**src/rtl/dead_reckoning_position_update_defines.svh**
```systemverilog
// assertion macros shared by the dead-reckoning rtl
// the macros expect clk and arst_n in the scope where they are used
`ifndef DEAD_RECKONING_POSITION_UPDATE_DEFINES_SVH
`define DEAD_RECKONING_POSITION_UPDATE_DEFINES_SVH

// same-cycle implication, checked out of reset
`define DRPU_ASSERT_IMP(label, ante, cons) \
	label: assert property (@(posedge clk) disable iff (!arst_n) (ante) |-> (cons)) \
		else $error("drpu: same-cycle check failed");

// next-cycle implication, checked out of reset
`define DRPU_ASSERT_NEXT(label, ante, cons) \
	label: assert property (@(posedge clk) disable iff (!arst_n) (ante) |=> (cons)) \
		else $error("drpu: next-cycle check failed");

`endif

```
**src/rtl/drpu_pkg.sv**
```systemverilog
// types, constants and the arctangent table of the dead-reckoning block
// no dependencies; used by every module of the block
package drpu_pkg;

	// sequencer states of the top level
	typedef enum logic [3:0] {
		ST_IDLE,
		ST_MUL_T,
		ST_E_LOAD,
		ST_MUL_ELO,
		ST_MUL_EHI,
		ST_NUM_ADD,
		ST_DIV,
		ST_WAIT_COR,
		ST_MUL_XLO,
		ST_MUL_XHI,
		ST_MUL_YLO,
		ST_MUL_YHI,
		ST_Y_ACC,
		ST_Y_SUM,
		ST_DONE
	} fsm_state_t;

	// drive action code that moves the robot
	localparam logic [1:0] ACT_FWD = 2'd0;

	// register map
	localparam int PADDR_W = 2;
	localparam logic [PADDR_W-1:0] ADDR_TICK_PERIOD = 2'd0;
	localparam logic [31:0] TICK_PERIOD_RST = 32'd4295;

	// heading in 1/128 degree
	localparam logic [16:0] DEG90  = 17'd11520;
	localparam logic [16:0] DEG180 = 17'd23040;
	localparam logic [16:0] DEG270 = 17'd34560;
	localparam logic [16:0] DEG360 = 17'd46080;
	// 1/128 degree to Q8.24 degree
	localparam int ANG_SHIFT = 17;

	// cordic datapath
	localparam int CORDIC_W = 34;
	localparam int TRIG_W = 33;
	localparam int STEP_W = 5;
	localparam logic signed [CORDIC_W-1:0] CORDIC_K = 34'sd652032874;

	// shared multiplier
	localparam int MUL_W = 33;
	localparam int PROD_W = 2 * MUL_W;

	// scaling of Q2.30 trig values with round half up
	localparam int TRIG_SHIFT = 30;
	localparam logic [29:0] ROUND_Q30 = 30'h2000_0000;

	// radix-256 long division by 255
	localparam logic [8:0] DIGIT_DIVISOR = 9'd255;

	// cordic control from the sequencer
	typedef struct packed {
		logic start;
		logic neg;
		logic signed [CORDIC_W-1:0] z0;
	} cordic_cmd_t;

	// atan(2^-i) in Q8.24 degrees
	function automatic logic [29:0] atan_lut(input logic [STEP_W-1:0] idx);
		logic [29:0] val;
		case (idx)
			5'd0:  val = 30'd754974720;
			5'd1:  val = 30'd445687602;
			5'd2:  val = 30'd235489088;
			5'd3:  val = 30'd119537938;
			5'd4:  val = 30'd60000934;
			5'd5:  val = 30'd30029717;
			5'd6:  val = 30'd15018523;
			5'd7:  val = 30'd7509720;
			5'd8:  val = 30'd3754917;
			5'd9:  val = 30'd1877466;
			5'd10: val = 30'd938734;
			5'd11: val = 30'd469367;
			5'd12: val = 30'd234684;
			5'd13: val = 30'd117342;
			5'd14: val = 30'd58671;
			5'd15: val = 30'd29336;
			5'd16: val = 30'd14668;
			5'd17: val = 30'd7334;
			5'd18: val = 30'd3667;
			5'd19: val = 30'd1833;
			5'd20: val = 30'd917;
			5'd21: val = 30'd458;
			5'd22: val = 30'd229;
			5'd23: val = 30'd115;
			5'd24: val = 30'd57;
			5'd25: val = 30'd29;
			5'd26: val = 30'd14;
			5'd27: val = 30'd7;
			5'd28: val = 30'd4;
			5'd29: val = 30'd2;
			5'd30: val = 30'd1;
			default: val = 30'd0;
		endcase
		return val;
	endfunction

endpackage

```
**src/rtl/drpu_mul.sv**
```systemverilog
// shared 33x33 signed multiplier with a registered product
// depends on drpu_pkg for the operand and product widths
module drpu_mul import drpu_pkg::*; (
	input  logic                     clk,
	input  logic signed [MUL_W-1:0]  op_a,
	input  logic signed [MUL_W-1:0]  op_b,
	output logic signed [PROD_W-1:0] prod
);

	logic signed [PROD_W-1:0] prod_q;

	// one product per cycle, registered product
	always_ff @(posedge clk) begin
		prod_q <= PROD_W'(op_a) * PROD_W'(op_b);
	end

	assign prod = prod_q;

endmodule

```
**config.mk**
```make
export PLATFORM = sky130hd
export DESIGN_NAME = drpu_mul
export DESIGN_NICKNAME = d
export VERILOG_FILES = /design/src/rtl/dead_reckoning_position_update_defines.svh /design/src/rtl/drpu_pkg.sv /design/src/rtl/drpu_mul.sv
export SDC_FILE = /design/constraint.sdc
export NUM_CORES = 2
export LEC_CHECK = 0
export ABC_AREA = 1
export BUFFER_PORTS_ARGS = -buffer_cell sky130_fd_sc_hd__buf_2
export CAP_MARGIN = 10
export CORE_AREA = 2 2 332 334
export CTS_CLUSTER_SIZE = 28
export DETAILED_ROUTE_END_ITERATION = 10
export DIE_AREA = 0 0 334 336
export PLACE_DENSITY = 0.55
export SYNTH_ARGS = -nofsm -noshare
export SYNTH_HDL_FRONTEND = slang
export SYNTH_SLANG_ARGS = --single-unit
```
**constraint.sdc**
```tcl
create_clock -name clk -period 8.63 [get_ports clk]
set_clock_uncertainty 0.05 [all_clocks]
set_input_delay 1.726 -clock clk [delete_from_list [all_inputs] [get_ports clk]]
set_output_delay 1.726 -clock clk [all_outputs]
set_load 0.02 [all_outputs]
```
==> impl_results.md <==
* Detailed Route WL at around 120000 um
* RSZ-0062 raised after global routing: false
* GPL Wtd Cong at 0.931
* Nets at 7166
* Crit path max-delay cell type: fa_1
* Hold slack at 2.01 ns
* Cts hold-fix bufs at 0
* Post-synth top flop: dfxtp_1
* Largest register FFs at 66
* IO buf count at between 100 and 150
* Cts bufs inserted at 9
* Synth Area in Compound Gates at 1.38%
* F_max at around 120 MHz
* Setup crit start kind: primary input
* H-tree depth at 3
* Syn Nets at between 6000 and 7000
* Die Wd at 334 um
* Synth Area in Simple Gates at 16.6%
* Initial antenna violation count at 4
* Critical path's largest stage delay at 0.69 ns
* Max Slew Vio Count at 0
* Syn_area_per_cell at 7.79 sq um
* Reg area at 1320 sq um
* Largest family of logic cells by synthesized area: adder cells
* Minimum clock period at 8.30 ns
* Max FO, Critical Path at 18
* Final Hold Viols at 0
* First-pass GRT wire length at 199000 um
* Max-Cap Viols at 0
* Slew headroom at 49.8%
* Least-Margin Pin Slew at 0.753 ns
* Most common cell after layout, fill and taps aside: inv_1
* Drc violations at 0
* Antenna viol nets, final at 0
* Async set or reset register ratio after synthesis at 0%
* FILL cells at 11000
* Vias in the first global route at 35900
* #FFs+latches synth at 66
* Core box area at 108000 sq um
* Number of cell rows at 121
* GR Util All Layers at between 20 and 25%
* Req. time, crit path at 8.81 ns
* Area of the mapped netlist at 43200 sq um
* Initial Util at 39.8%
* Hold/Removal Path Class: primary input to flip-flop
* Largest net degree at the start of global routing at 35
* Multiplexer share of the synthesized area at 0%
* Remaining Overflow, GRT at 0
* Die area at approximately 110000 sq um
* Layout cells sized above 1 at 9.13%
* Syn Inst Count at approximately 5500
* Most frequent cells in the layout: 1894 x inv_1, 1517 x nand2_1, 1144 x fa_1
* Distinct cells, synth at 35
* Synth Warn # at 0
* Area Growth Syn to Fin at 10.5%
* Period utilization at 96.2%
* First-pass DRT Iterations at 5
* DR vias at 32700
* WS Path Type: primary input to flip-flop
* Die height at between 300 and 400 um
* Crit-path most repeated cell: fa_1
* Via density at between 4 and 5
* Xor and xnor fraction of the mapped netlist area at 0.832%
* Clk buf depth at 2
* Seq/Total Area, Yosys at 3.06%
* CP Capture Type: flip-flop
* Adder-Cell Fraction of Synth Area at 59.4%
* # resized after CTS at 0
* Status: complete, no violations
* CTS Sinks at 66
* Placed instance count at 7140
* Fin cells at 7156
* DR iter-0 viols at 1821
* # IOs at 133
* Clock slew seen by the registers of the worst setup and hold paths at 0.06 ns
* Setup violators final at 0
* Crit path DAT at roughly 8.5 ns
* Post-DP HPWL at 110000 um
* Antenna Cells at 0
* Multi-input gate area at ~34000 sq um
* TritonCTS clock tree: done
* Post-CTS setup buffer count at 0
* Root buffer cell: clkbuf_16
* WL/cell at 16.9 um
* Post-synth EDFFs at 0
## synth_stat cells (5+ instances only)
library cell / count / area, sq um
inv_1: 1894 / 7110
nand2_1: 1517 / 5690
fa_1: 1145 / 22900
clkbuf_1: 262 / 983
ha_1: 217 / 2720
nor2_1: 131 / 492
nand3_1: 70 / 350
dfxtp_1: 66 / 1320
a21oi_1: 61 / 305
xor2_1: 37 / 324
nor2_2: 20 / 125
nand4_1: 19 / 119
o21ai_0: 19 / 95.1
nand2_2: 17 / 106
o21bai_1: 14 / 105
nand3_2: 8 / 80.1
nor3_1: 7 / 35.0
or2_2: 5 / 31.3
## per-stage QoR
step	setup WS, ns	utilization, %	TNS [ns]	instance area, sq um
final	0.328	44.0	0	47700
after global routing	0.00558	44.0	0	47700
after CTS	0.237	44.0	0	47700
after detailed placement	-0.141	43.7	-0.818	47300
after global placement	-0.0935	43.7	-0.365	47300
after floorplan	0.0982	-	0	43200
## area by class of cell
| type | instances | area share (%) |
|---|---|---|
| clock buffer | 9 | 0.472 |
| clock inverter | 7 | 0.262 |
| inverter | 1895 | 14.9 |
| multi-input combinational | 3319 | 70.8 |
| sequential | 66 | 2.77 |
| tap | 1414 | 3.71 |
| timing repair buffer | 446 | 7.08 |
## final timing paths
kind | from | to | slack [ns] | cells past startpoint
worst max-delay path | op_b[1] | prod[55] | 0.33 | 26
worst min-delay path | op_a[0] | prod[0] | 2.01 | 4
## per-layer routing
metal / routed length, um / vias up / track usage, %
met5: 35 / - / 0
met4: 2610 / 6 / 4.41
met3: 3780 / 122 / 1.08
met2: 62500 / 643 / 42.1
met1: 52300 / 16600 / 29.9
li1: - / 15400 / -
## kinds of logic (layout without fill, tap and decap cells)
kind of cell    after synthesis  count (layout)
flops                        66              66
compound gates              106             106
simple gates               1810            1810
xor+xnor                     41              41
buf+inv                    2158            2357
fa+ha+maj                  1362            1362
## critical path: cells and delay by family
family / cells / cell delay, ns
simple gates: 9 / 0.90
fa+ha+maj: 9 / 4.52
compound gates: 1 / 0.26
buf+inv: 7 / 1.03
Power is not shown: default switching activity piles up to over one toggle a cycle in this logic, so the estimate is an artifact.
