**src/rtl/dead_reckoning_position_update_defines.svh**
```systemverilog
// assertion macros shared by the dead-reckoning rtl
// the macros expect clk and arst_n in the scope where they are used
`ifndef DEAD_RECKONING_POSITION_UPDATE_DEFINES_SVH
`define DEAD_RECKONING_POSITION_UPDATE_DEFINES_SVH

// same-cycle implication, checked out of reset
`define DRPU_ASSERT_IMP(label, ante, cons) \
	label: assert property (@(posedge clk) disable iff (!arst_n) (ante) |-> (cons)) \
		else $error("drpu: same-cycle check failed");

// next-cycle implication, checked out of reset
`define DRPU_ASSERT_NEXT(label, ante, cons) \
	label: assert property (@(posedge clk) disable iff (!arst_n) (ante) |=> (cons)) \
		else $error("drpu: next-cycle check failed");

`endif

```
**src/rtl/drpu_pkg.sv**
```systemverilog
// types, constants and the arctangent table of the dead-reckoning block
// no dependencies; used by every module of the block
package drpu_pkg;

	// sequencer states of the top level
	typedef enum logic [3:0] {
		ST_IDLE,
		ST_MUL_T,
		ST_E_LOAD,
		ST_MUL_ELO,
		ST_MUL_EHI,
		ST_NUM_ADD,
		ST_DIV,
		ST_WAIT_COR,
		ST_MUL_XLO,
		ST_MUL_XHI,
		ST_MUL_YLO,
		ST_MUL_YHI,
		ST_Y_ACC,
		ST_Y_SUM,
		ST_DONE
	} fsm_state_t;

	// drive action code that moves the robot
	localparam logic [1:0] ACT_FWD = 2'd0;

	// register map
	localparam int PADDR_W = 2;
	localparam logic [PADDR_W-1:0] ADDR_TICK_PERIOD = 2'd0;
	localparam logic [31:0] TICK_PERIOD_RST = 32'd4295;

	// heading in 1/128 degree
	localparam logic [16:0] DEG90  = 17'd11520;
	localparam logic [16:0] DEG180 = 17'd23040;
	localparam logic [16:0] DEG270 = 17'd34560;
	localparam logic [16:0] DEG360 = 17'd46080;
	// 1/128 degree to Q8.24 degree
	localparam int ANG_SHIFT = 17;

	// cordic datapath
	localparam int CORDIC_W = 34;
	localparam int TRIG_W = 33;
	localparam int STEP_W = 5;
	localparam logic signed [CORDIC_W-1:0] CORDIC_K = 34'sd652032874;

	// shared multiplier
	localparam int MUL_W = 33;
	localparam int PROD_W = 2 * MUL_W;

	// scaling of Q2.30 trig values with round half up
	localparam int TRIG_SHIFT = 30;
	localparam logic [29:0] ROUND_Q30 = 30'h2000_0000;

	// radix-256 long division by 255
	localparam logic [8:0] DIGIT_DIVISOR = 9'd255;

	// cordic control from the sequencer
	typedef struct packed {
		logic start;
		logic neg;
		logic signed [CORDIC_W-1:0] z0;
	} cordic_cmd_t;

	// atan(2^-i) in Q8.24 degrees
	function automatic logic [29:0] atan_lut(input logic [STEP_W-1:0] idx);
		logic [29:0] val;
		case (idx)
			5'd0:  val = 30'd754974720;
			5'd1:  val = 30'd445687602;
			5'd2:  val = 30'd235489088;
			5'd3:  val = 30'd119537938;
			5'd4:  val = 30'd60000934;
			5'd5:  val = 30'd30029717;
			5'd6:  val = 30'd15018523;
			5'd7:  val = 30'd7509720;
			5'd8:  val = 30'd3754917;
			5'd9:  val = 30'd1877466;
			5'd10: val = 30'd938734;
			5'd11: val = 30'd469367;
			5'd12: val = 30'd234684;
			5'd13: val = 30'd117342;
			5'd14: val = 30'd58671;
			5'd15: val = 30'd29336;
			5'd16: val = 30'd14668;
			5'd17: val = 30'd7334;
			5'd18: val = 30'd3667;
			5'd19: val = 30'd1833;
			5'd20: val = 30'd917;
			5'd21: val = 30'd458;
			5'd22: val = 30'd229;
			5'd23: val = 30'd115;
			5'd24: val = 30'd57;
			5'd25: val = 30'd29;
			5'd26: val = 30'd14;
			5'd27: val = 30'd7;
			5'd28: val = 30'd4;
			5'd29: val = 30'd2;
			5'd30: val = 30'd1;
			default: val = 30'd0;
		endcase
		return val;
	endfunction

endpackage

```
**src/rtl/drpu_cordic.sv**
```systemverilog
// iterative rotation-mode cordic, one micro-rotation per cycle
// depends on drpu_pkg and the assertion macro header
`include "dead_reckoning_position_update_defines.svh"

module drpu_cordic import drpu_pkg::*; #(
	parameter int CORDIC_STEPS = 16
) (
	input  logic                     clk,
	input  logic                     arst_n,
	input  cordic_cmd_t              cmd,
	output logic signed [TRIG_W-1:0] cos_val,
	output logic signed [TRIG_W-1:0] sin_val,
	output logic                     done
);

	logic signed [CORDIC_W-1:0] cx_q, cy_q, z_q;
	logic signed [CORDIC_W-1:0] sx, sy, cx_nx, cy_nx, z_nx, atan_val;
	logic [STEP_W-1:0] step_q;
	logic running_q, done_q, neg_q;
	logic last_step;

	assign last_step = (step_q == STEP_W'(CORDIC_STEPS - 1));

	// one micro-rotation
	always_comb begin
		sx = cx_q >>> step_q;
		sy = cy_q >>> step_q;
		atan_val = CORDIC_W'(atan_lut(step_q));
		if (!z_q[CORDIC_W-1]) begin
			cx_nx = cx_q - sy;
			cy_nx = cy_q + sx;
			z_nx = z_q - atan_val;
		end else begin
			cx_nx = cx_q + sy;
			cy_nx = cy_q - sx;
			z_nx = z_q + atan_val;
		end
	end

	// iteration control
	always_ff @(posedge clk or negedge arst_n) begin
		if (!arst_n) begin
			running_q <= 1'b0;
			done_q <= 1'b0;
			step_q <= '0;
		end else if (cmd.start) begin
			running_q <= 1'b1;
			done_q <= 1'b0;
			step_q <= '0;
		end else if (running_q) begin
			step_q <= step_q + 1'b1;
			if (last_step) begin
				running_q <= 1'b0;
				done_q <= 1'b1;
			end
		end
	end

	// vector and angle, result negated on the last step for the folded half-plane
	always_ff @(posedge clk) begin
		if (cmd.start) begin
			cx_q <= CORDIC_K;
			cy_q <= '0;
			z_q <= cmd.z0;
			neg_q <= cmd.neg;
		end else if (running_q) begin
			z_q <= z_nx;
			if (last_step && neg_q) begin
				cx_q <= -cx_nx;
				cy_q <= -cy_nx;
			end else begin
				cx_q <= cx_nx;
				cy_q <= cy_nx;
			end
		end
	end

	assign cos_val = cx_q[TRIG_W-1:0];
	assign sin_val = cy_q[TRIG_W-1:0];
	assign done = done_q;

	`DRPU_ASSERT_IMP(a_done_not_running, done_q, !running_q)
	`DRPU_ASSERT_NEXT(a_start_restarts, cmd.start, running_q && !done_q && step_q == '0)
	`DRPU_ASSERT_NEXT(a_last_sets_done, running_q && last_step && !cmd.start, done_q)

endmodule

```
**config.mk**
```make
export PLATFORM = sky130hd
export DESIGN_NAME = drpu_cordic
export DESIGN_NICKNAME = d
export VERILOG_FILES = /design/src/rtl/drpu_pkg.sv /design/src/rtl/drpu_cordic.sv
export VERILOG_INCLUDE_DIRS = /design/src /design/src/rtl
export SDC_FILE = /design/constraint.sdc
export NUM_CORES = 1
export LEC_CHECK = 0
export ABC_AREA = 1
export BUFFER_PORTS_ARGS = -buffer_cell sky130_fd_sc_hd__buf_2
export CAP_MARGIN = 20
export CORE_MARGIN = 2
export CORE_UTILIZATION = 70
export DETAILED_ROUTE_END_ITERATION = 10
export PLACE_DENSITY_LB_ADDON = 0.3
export SYNTH_ARGS = -nofsm -noshare
export SYNTH_HDL_FRONTEND = slang
export SYNTH_SLANG_ARGS = --single-unit
```
**constraint.sdc**
```tcl
create_clock -name clk -period 9.8 [get_ports clk]
set_clock_uncertainty 0.15 [all_clocks]
set_input_delay 1.96 -clock clk [delete_from_list [all_inputs] [get_ports clk]]
set_output_delay 1.96 -clock clk [all_outputs]
set_load 0.005 [all_outputs]
```
==> out/metrics.yaml <==
yosys_warnings: 0
final-hold-violation-count: 0
required_ns: 9.96
cp.depth: 37
drt_wl_total_mm: 70.3
synthAdderAreaFrac_pct: 7.29
reg2reg_depth: 37
cts_tree: "yes"
r2r_setup_slack_ns: 2.37
grt_pass1_vias: 22012
fin_crit_sh_pct: 75.8
dieArea_sq_um: 29500
synth-async-reset-ratio_pct: 6.36
setup_viol_count_final: 0
muxShareOfSynthArea_pct: 0
synth_flop_cell: "dfxtp_1"
slowest_delay_ns: 1.10
rows: 61
critical_path_arrival_ns: 7.59
setup.worst_path.end_class: "flip-flop"
path_clk_slew_ns: 0.09
grt_max_degree: 79
finalCriticalPeriod_ns: 7.43
critical_path.startpoint_type: "flip-flop"
relSlewSlack_pct: 21.9
clock.fmax_ghz: 0.135
routedWlPerCell_um: 17.8
yosysTopAreaCell: "nand2_1"
gp_congestion: 1.11
synth-seq-cells: 110
fin_nets: 3728
grt_antenna_before_repair: 0
grt_pass1_wl_mm: 109
clkSinkCount: 110
worstReg2RegStart: "step_q[1]$_DFFE_PN0P_"
slowest_stage: "dfrtp_2"
postSynthAreaPerCell_sq_um: 5.43
root_buffer: "clkbuf_16"
synth-simple-area-share_pct: 49.3
synth-edff-count: 35
path_delay_family: "simple AND/OR/NAND/NOR gates"
drc: 0
post_cts_resized: 0
synth.top_cell.area_share_pct: 24.5
clkLatencyLatePin_ns: 0.41
synth_area_leaders: "nand2_1 (24%), nand3_1 (13%), inv_1 (7.2%), ha_1 (7.0%), dfxtp_1 (6.9%)"
first_iter_violations: 3702
status: "completed"
synth_area_sq_um: 19700
grt_use_total_pct: 46.7
setup_tns_ns: 0
io_buffer_count: 104
crit_end: "cy_q[30]$_SDFFE_PP0P_"
overflow: 0
fin_ws_ns: 2.37
drv_cap: 0
ctsHoldBuffers: 0
cts_buffer_depth: 2
min-delay-start: "done$_DFFE_PN0P_"
syn_inst: 3630
ant_nets: 0
yosys-top-cells-count: "nand2_1 (1284), nand3_1 (500), inv_1 (380)"
die_h_um: 172
startpoint: "step_q[1]$_DFFE_PN0P_"
worstHoldPathType: "reg2reg"
drv_slew: 0
synth_xor_area_share_pct: 5.38
criticalPathCategory: "reg2reg"
core_area_sq_um: 27800
synth_most_common_cell: "nand2_1"
cts_htree_levels: 3
areaGrowthSynthToFinish_pct: 1.77
postLayoutCoreUtil_pct: 72.2
rr_endpoint: "cy_q[30]$_SDFFE_PP0P_"
cts_made_buffers: 9
drive_gt1_share_pct: 7.04
synth_top_family_by_area: "simple AND/OR/NAND/NOR gates"
fp.dieW_um: 172
hpwl_mm: 54.2
crit_top_cell: "nand2_1"
crit_path_max_fanout: 63
cp_num_buf_inv: 6
antenna_cells: 0
synth-compound-area-share_pct: 11.7
syn-num-nets: 3781
ios: 105
first_pass_iters: 10
yosysUniqueCellTypes: 55
tightest_slew_ns: 1.17
postCtsSetupBuffers: 0
whs_path_depth: 2
vias: 24756
dp_slack_ns: 2.74
rsz0062_at_grt: "false"
vias_per_cell: 6.25
yosysSeqAreaShare_pct: 13.1
initial_utilization_pct: 70.9
-- flip-flops by register name, summed over array words and instances, names as in the netlist --
signal,count
cy_q,34
done,1
step_q,5
z_q,34
neg_q,1
running_q,1
cx_q,34
-- worst min-delay path by stage --
| stage | to | slack [ns] |
|---|---|---|
| CTS | done$_DFFE_PN0P_ | 0.37 |
| finish | done$_DFFE_PN0P_ | 0.38 |
| global route | done$_DFFE_PN0P_ | 0.42 |
| global placement | done$_DFFE_PN0P_ | 0.35 |
| floorplan | done$_DFFE_PN0P_ | 0.32 |
| detailed placement | done$_DFFE_PN0P_ | 0.35 |
-- stage by stage --
step	cell area [sq um]	std cells	hold slack, ns
floorplan	19700	3630	0.323
detailed placement	19700	3943	0.349
global placement	19700	3943	0.351
CTS	20000	3959	0.371
finish	20000	3960	0.380
global route	20000	3960	0.424
-- cells by family (layout without fill, tap and decap cells) --
| logic type | count (synthesis) | after routing |
|---|---|---|
| AND/OR/NAND/NOR | 2289 | 2289 |
| buffers and inverters | 581 | 533 |
| AO/OA/AOI/OAI | 416 | 416 |
| XOR/XNOR | 121 | 121 |
| adder cells (fa/ha/maj) | 113 | 113 |
| flip-flops | 110 | 110 |
-- layout make-up --
class | count | area, sq um
clock inverters | 7 | 73.8
multi-input cells | 2939 | 14500
repair buffers | 122 | 668
inverters | 395 | 1490
clock buffers | 9 | 225
well taps | 378 | 473
flip-flops and latches | 110 | 2590
fillers | 2624 | 7730
-- worst register-to-register path: cells and delay by family, from the launching register on --
kind                       cells  cell delay (ns)
buffers and inverters          6             1.03
and+or+nand+nor               26             3.61
AOI/OAI and AO/OA              1             0.22
adders and majority gates      2             0.53
DFF                            1             1.10
xor gates and xnor gates       2             0.70
-- cell usage in the layout, fill, tap and decap left out, types with 14 or more instances in the layout --
cell	Yosys	layout
a21oi_1	170	170
a31oi_1	22	22
buf_2	32	104
buf_4	74	17
dfxtp_1	68	68
edfxtp_1	35	35
ha_1	110	110
inv_1	380	377
nand2_1	1284	1284
nand2_2	23	23
nand3_1	500	500
nand3b_1	14	14
nand4_1	44	44
nor2_1	325	321
nor2_2	22	26
nor3_1	34	34
o21ai_0	125	125
o21ai_1	34	34
or2_2	24	24
xnor2_1	42	42
xor2_1	79	79
-- per-layer routing --
metal	wire length, um	vias to the layer above	global-route usage (%)
met5	0	-	0
met4	5270	0	28.7
met3	9640	480	13.6
met2	29500	1770	72.6
met1	25900	10918	56.8
li1	-	11588	-
Power is left out: the tool's default activity adds up to more than one toggle a clock period on the data nets, which glitch-free logic cannot reach.
